[config.mk]
export PLATFORM = sky130hd
export DESIGN_NAME = ohlc_bar_aggregator_unit
export DESIGN_NICKNAME = d
export VERILOG_FILES = /design/src/sv/ohlc_pkg.sv /design/src/sv/ohlc_front.sv /design/src/sv/ohlc_queue.sv /design/src/sv/ohlc_back.sv /design/src/sv/ohlc_bar_aggregator_unit.sv
export VERILOG_INCLUDE_DIRS = /design/src /design/src/sv
export SDC_FILE = /design/constraint.sdc
export NUM_CORES = 2
export LEC_CHECK = 0
export ABC_AREA = 1
export BUFFER_PORTS_ARGS = -buffer_cell sky130_fd_sc_hd__buf_2
export CAP_MARGIN = 30
export CELL_PAD_IN_SITES_DETAIL_PLACEMENT = 0
export CELL_PAD_IN_SITES_GLOBAL_PLACEMENT = 1
export CORE_MARGIN = 8
export CORE_UTILIZATION = 48
export DETAILED_ROUTE_END_ITERATION = 7
export GPL_TIMING_DRIVEN = 0
export PLACE_DENSITY = 0.85
export SYNTH_ARGS = -nofsm -noshare
export SYNTH_HDL_FRONTEND = slang
export SYNTH_HIERARCHICAL = 1
export SYNTH_SLANG_ARGS = --single-unit
[constraint.sdc]
create_clock -name clk -period 17.1 [get_ports clk]
set_input_delay 2.565 -clock clk [delete_from_list [all_inputs] [get_ports clk]]
set_output_delay 2.565 -clock clk [all_outputs]
set_load 0.03 [all_outputs]
[src/sv/ohlc_bar_aggregator_unit_defines.svh]
// Assertion macros for the OHLC bar aggregator RTL (used by ohlc_back).
// Needs clk and rst in scope where used.
`ifndef OHLC_BAR_AGGREGATOR_UNIT_DEFINES_SVH
`define OHLC_BAR_AGGREGATOR_UNIT_DEFINES_SVH
// same-cycle implication
`define OHLC_AST_NOW(lbl, a, c) \
  lbl: assert property (@(posedge clk) disable iff (rst) (a) |-> (c)) \
    else $error("ohlc assertion failed");
// next-cycle implication
`define OHLC_AST_NXT(lbl, a, c) \
  lbl: assert property (@(posedge clk) disable iff (rst) (a) |=> (c)) \
    else $error("ohlc assertion failed");
`endif

[src/sv/ohlc_pkg.sv]
// Types and constants for the OHLC bar aggregator.
// No dependencies.
package ohlc_pkg;
  localparam int TIME_W = 63;
  localparam int SYM_W  = 16;
  localparam int PRICE_W = 32;
  localparam int SIZE_W = 32;
  localparam int VOL_W  = 48;
  localparam int LEN_W  = 47;
  localparam int CNT_W  = 6;
  localparam logic [LEN_W-1:0] LEN_RESET = 47'd300000000000;

  typedef struct packed {
    logic [TIME_W-1:0]  trade_time;
    logic [SYM_W-1:0]   trade_symbol;
    logic [PRICE_W-1:0] trade_price;
    logic [SIZE_W-1:0]  trade_size;
    logic               end_of_stream;
  } trade_t;

  typedef struct packed {
    logic [TIME_W-1:0]  bar_start;
    logic [SYM_W-1:0]   bar_symbol;
    logic [PRICE_W-1:0] bar_open;
    logic [PRICE_W-1:0] bar_high;
    logic [PRICE_W-1:0] bar_low;
    logic [PRICE_W-1:0] bar_close;
    logic [VOL_W-1:0]   bar_volume;
    logic               last_of_run;
  } bar_t;

  // trade with its interval start resolved
  typedef struct packed {
    logic [TIME_W-1:0] start;
    trade_t            trade;
  } item_t;
endpackage

[src/sv/ohlc_front.sv]
// Front end: takes trades, works out interval start by a bit-serial remainder.
// Uses ohlc_pkg.
module ohlc_front (
  input  logic                       clk,
  input  logic                       rst,
  input  logic                       push,
  output logic                       full,
  input  ohlc_pkg::trade_t           trade,
  input  logic [ohlc_pkg::LEN_W-1:0] interval_length,
  output logic                       q_push,
  input  logic                       q_full,
  output ohlc_pkg::item_t            q_item
);
  import ohlc_pkg::*;

  typedef enum logic [2:0] {
    ST_IDLE = 3'b001,
    ST_DIV  = 3'b010,
    ST_DONE = 3'b100
  } state_t;

  state_t            state;
  trade_t            tr;
  logic [LEN_W-1:0]  len;
  logic [LEN_W:0]    rem;
  logic [CNT_W-1:0]  cnt;
  logic [LEN_W:0]    shifted;

  assign full    = (state != ST_IDLE);
  assign shifted = {rem[LEN_W-1:0], tr.trade_time[cnt]};
  assign q_push  = (state == ST_DONE) && !q_full;
  assign q_item.start = tr.trade_time - {{(TIME_W-LEN_W-1){1'b0}}, rem};
  assign q_item.trade = tr;

  always_ff @(posedge clk) begin
    if (rst) begin
      state <= ST_IDLE;
    end else begin
      unique case (state)
        ST_IDLE: begin
          if (push) begin
            tr    <= trade;
            len   <= (interval_length == '0) ? LEN_W'(1) : interval_length;
            rem   <= '0;
            cnt   <= CNT_W'(TIME_W - 1);
            state <= ST_DIV;
          end
        end
        ST_DIV: begin
          if (shifted >= {1'b0, len}) rem <= shifted - {1'b0, len};
          else rem <= shifted;
          cnt <= cnt - 1'b1;
          if (cnt == '0) state <= ST_DONE;
        end
        ST_DONE: begin
          if (!q_full) state <= ST_IDLE;
        end
        default: state <= ST_IDLE;
      endcase
    end
  end
endmodule

[src/sv/ohlc_queue.sv]
// Two-entry queue between front and back end.
// Uses ohlc_pkg.
module ohlc_queue (
  input  logic            clk,
  input  logic            rst,
  input  logic            push,
  output logic            full,
  input  ohlc_pkg::item_t din,
  input  logic            pop,
  output logic            empty,
  output ohlc_pkg::item_t dout
);
  import ohlc_pkg::*;

  item_t      mem [2];
  logic       wp, rp;
  logic [1:0] cnt;
  logic       do_push, do_pop;

  assign full    = (cnt == 2'd2);
  assign empty   = (cnt == 2'd0);
  assign dout    = mem[rp];
  assign do_push = push && !full;
  assign do_pop  = pop && !empty;

  always_ff @(posedge clk) begin
    if (do_push) mem[wp] <= din;
  end

  always_ff @(posedge clk) begin
    if (rst) begin
      wp  <= 1'b0;
      rp  <= 1'b0;
      cnt <= '0;
    end else begin
      if (do_push) wp <= ~wp;
      if (do_pop) rp <= ~rp;
      cnt <= cnt + {1'b0, do_push} - {1'b0, do_pop};
    end
  end
endmodule

[src/sv/ohlc_back.sv]
// Back end: holds the open bar, updates it and emits finished bars.
// Uses ohlc_pkg and the assertion macros header.
`include "ohlc_bar_aggregator_unit_defines.svh"
module ohlc_back (
  input  logic            clk,
  input  logic            rst,
  input  logic            q_empty,
  input  ohlc_pkg::item_t q_item,
  output logic            q_pop,
  output logic            empty,
  input  logic            pop,
  output ohlc_pkg::bar_t  bar
);
  import ohlc_pkg::*;

  bar_t   cur, upd, old_bar, new_bar, pbar, obar;
  logic   active, pend, ovalid;
  logic   slot_free, same, eos, emit_old;
  logic [VOL_W:0] vsum;

  assign slot_free = !ovalid || pop;
  assign q_pop     = !q_empty && !pend && slot_free;
  assign eos       = q_item.trade.end_of_stream;
  assign same      = active && (q_item.start == cur.bar_start);
  assign emit_old  = active && !same;
  assign vsum      = {1'b0, cur.bar_volume} + (VOL_W+1)'(q_item.trade.trade_size);
  assign empty     = !ovalid;
  assign bar       = obar;

  always_comb begin
    upd = cur;
    if (same) begin
      if (q_item.trade.trade_price > cur.bar_high) upd.bar_high = q_item.trade.trade_price;
      if (q_item.trade.trade_price < cur.bar_low) upd.bar_low = q_item.trade.trade_price;
      upd.bar_close  = q_item.trade.trade_price;
      upd.bar_volume = vsum[VOL_W] ? '1 : vsum[VOL_W-1:0];
    end else begin
      upd.bar_start  = q_item.start;
      upd.bar_symbol = q_item.trade.trade_symbol;
      upd.bar_open   = q_item.trade.trade_price;
      upd.bar_high   = q_item.trade.trade_price;
      upd.bar_low    = q_item.trade.trade_price;
      upd.bar_close  = q_item.trade.trade_price;
      upd.bar_volume = VOL_W'(q_item.trade.trade_size);
    end
    upd.last_of_run = 1'b1;
    old_bar = cur;
    old_bar.last_of_run = !eos;
    new_bar = upd;
  end

  always_ff @(posedge clk) begin
    if (q_pop) cur <= upd;
    if (pend && slot_free) begin
      obar <= pbar;
    end else if (q_pop) begin
      obar <= emit_old ? old_bar : new_bar;
      if (emit_old && eos) pbar <= new_bar;
    end
  end

  always_ff @(posedge clk) begin
    if (rst) begin
      active <= 1'b0;
      pend   <= 1'b0;
      ovalid <= 1'b0;
    end else begin
      if (q_pop) active <= !eos;
      priority if (pend && slot_free) begin
        ovalid <= 1'b1;
        pend   <= 1'b0;
      end else if (q_pop) begin
        ovalid <= emit_old || eos;
        pend   <= emit_old && eos;
      end else begin
        if (pop) ovalid <= 1'b0;
      end
    end
  end

  `OHLC_AST_NOW(a_pend_has_out, pend, ovalid)
  `OHLC_AST_NOW(a_no_take_while_pend, q_pop, !pend)
  `OHLC_AST_NXT(a_out_held, ovalid && !pop, ovalid)
endmodule

[src/sv/ohlc_bar_aggregator_unit.sv]
// Top level of the OHLC bar aggregator: front end, queue, back end.
// Uses ohlc_pkg, ohlc_front, ohlc_queue, ohlc_back.
//
// channel   dir  handshake        payload
// trade     in   push / full      ohlc_pkg::trade_t
// bar       out  pop / empty      ohlc_pkg::bar_t
// interval  cfg  interval_we      interval_length (47 bits)
//
// In the front end a trade is loaded, goes through 63 remainder steps (one bit
// of the timestamp per cycle) and is handed over to the queue when it has room.
// The back end updates the open bar from each trade and puts out up to two bars.
// Reset (rst, synchronous) empties both sides, closes the bar and sets the
// interval to LEN_RESET. Either side may stall; the queue decouples them.
module ohlc_bar_aggregator_unit (
  input  logic                       clk,
  input  logic                       rst,
  input  logic                       push,
  output logic                       full,
  input  ohlc_pkg::trade_t           trade,
  output logic                       empty,
  input  logic                       pop,
  output ohlc_pkg::bar_t             bar,
  input  logic                       interval_we,
  input  logic [ohlc_pkg::LEN_W-1:0] interval_length
);
  import ohlc_pkg::*;

  logic [LEN_W-1:0] len_reg;
  logic  fq_push, fq_full, bq_pop, bq_empty;
  item_t fq_item, bq_item;

  always_ff @(posedge clk) begin
    if (rst) len_reg <= LEN_RESET;
    else if (interval_we) len_reg <= interval_length;
  end

  ohlc_front u_front (
    .clk, .rst, .push, .full, .trade,
    .interval_length(len_reg),
    .q_push(fq_push), .q_full(fq_full), .q_item(fq_item)
  );

  ohlc_queue u_queue (
    .clk, .rst,
    .push(fq_push), .full(fq_full), .din(fq_item),
    .pop(bq_pop), .empty(bq_empty), .dout(bq_item)
  );

  ohlc_back u_back (
    .clk, .rst,
    .q_empty(bq_empty), .q_item(bq_item), .q_pop(bq_pop),
    .empty, .pop, .bar
  );
endmodule
==> metrics <==
status=completed; layout cell share with drive strength beyond 1=0.120; Synth Net Count=7,780; critical path required time=around 18 ns; Core Box Area=approximately 140,000 µm²; met1 Usage GRT=0.329; HP Class=reg2reg; vias=52,500; dpl ws=10.24 ns; Post-Route WL=214 mm; Post-CTS Hold Buffers=0; met3 Use GR=0.0408; max reg flops=288; crit path kind=in2reg; Comb pwr share=0.079; skew final=roughly 0.037 ns; CP Cell Sequence=buf_2 > nor2_1 > nor2_1 > inv_1 > buf_2 > clkbuf_1 > clkbuf_1 > nand2_4 > buf_16 > buf_16 > buf_16; Crit. Startpoint=pop; number of buffers added on ports=452; post-synthesis area per instance=between 9 and 10 µm²; Die Height=394 µm; TritonCTS clock tree=built; Max VDD drop=a little under 0.09 mV; WL/cell=21.3 µm; Post-CTS Setup Inserts=0; sequential share of power=0.508; clock root buffer=clkbuf_16; Final period util=0.355; CTS Buffer Depth=3; Int Pwr=around 5.6 mW; DR vias/cell=5.24; DRT iter0 DRCs=4,298; DRC viols=0; Psw=1.76 mW; Site Rows=138; Final Wtd Congestion=0.971; post-DP HPWL=165 mm; Num CTS Buffers=between 100 and 150; Net Sw Frac=0.240; Max Cap Viol=0; TritonRoute pass-1 iters=7; Layout Area Growth over Synthesis=14.3%; Chip Width=394 µm; critical path launch point type=input port; Post-DRT Antenna Nets=0; H-tree depth=4; Leakage=roughly 34 nW; TritonCTS Sinks=1,357; nets=8,408; RSZ-0062 raised after global routing=false; pin count of the biggest net entering global routing=112; setup_tns=0 ns; post-CTS sizing=0; actual slew at the worst max-slew pin=just over 1 ns; cell mode on critical path=buf_16; clk_lat worst skew=roughly 0.8 ns; synth warn=6; worst path arrival time=6.54 ns; first-pass GRT wire length=about 310 mm; gr usage total=0.266; Fmax achieved=165 MHz; Clk pwr share=0.413; GR Overflow Total=0; Top Usage Layer GRT=met2; # IOs=about 450; Max Slew Vio Count=0; Worst Path Buf+Inv=8; slowest stage delay, CP=0.77 ns; worst-path fanout max=64; final hold vios=0; min Tclk post-route=6.07 ns; most frequent cells in the layout=2,338 x nand2_1, 1,299 x edfxtp_1, 1,035 x inv_1; critical-path cell with the highest stage delay=clkbuf_1; HP Start=u_front/q_item[42]$_DFFE_PP_; Die Area=155,000 µm²; Setup crit end kind=flop; Mapped Cells=7,387; setup ws final=11.03 ns; worst reg2reg path startpoint=u_front/cnt[1]$_SDFFCE_PN1P_; Most flops, register=u_queue/mem; mapped cell area=68,600 µm²; vias in the first global route=approximately 51,000; initial core utilization=0.484; Clock Pin Slew Worst Setup and Hold Paths=0.06 ns; delay-heaviest family, CP=buffers and inverters; grt met2 use=0.458; PwrDens=93.6 nW/µm²; Final setup viols=0; slew margin rel.=0.307; initial antenna violation count=6; commonest non-fill, non-tap cell in the layout=nand2_1
[routing by layer]
metal,share of wire,wire (µm)
met4,0.053,11300
met2,0.48,103000
met1,0.40,84900
met3,0.065,13900
met5,0,0
[final cells by class]
type / count / area, µm²
clock buffers: 188 / 3890
inverters: 1052 / 3970
clock inverters: 71 / 673
plain buffers: 320 / 1510
diodes: 1 / 2.50
multi-input cells: 4658 / 23000
well taps: 1890 / 2360
repair buffers: 481 / 2840
flip-flops and latches: 1357 / 40200
fillers: 12600 / 63400
[power groups by stage]
stage                     logic [mW]  registers (mW)  clock network, mW
after global placement         0.560            3.82                  0
after CTS                      0.580            3.73               3.08
after global routing           0.646            3.73               3.21
final                          0.580            3.73               3.03
after detailed placement       0.577            3.80                  0
after floorplan                0.374            3.79                  0
[path summary, 6_finish.rpt]
| path | slack (ns) | cells past startpoint | to |
|---|---|---|---|
| worst max-delay path | 11.03 | 11 | u_back/bar[178]$_DFFE_PP_ |
| worst min-delay path | 0.45 | 0 | u_queue/mem[1][42]$_DFFE_PP_ |
| worst max register to register | 11.62 | 26 | u_front/rem[31]$_SDFFCE_PN0P_ |
| worst min register to register | 0.45 | 0 | u_queue/mem[1][42]$_DFFE_PP_ |
[through the flow]
step                      power [mW]  hold slack (ns)   util  cell area, µm²  instances
after floorplan                 4.16            0.421      -           68600       7387
after global placement          4.38            0.425  0.516           73200       9729
after detailed placement        4.37            0.430  0.521           73800       9757
after CTS                       7.39            0.447  0.553           78400      10000
after global routing            7.58            0.449  0.553           78400      10000
final                           7.34            0.446  0.553           78400      10000
Power figures use the tool's default switching activity.
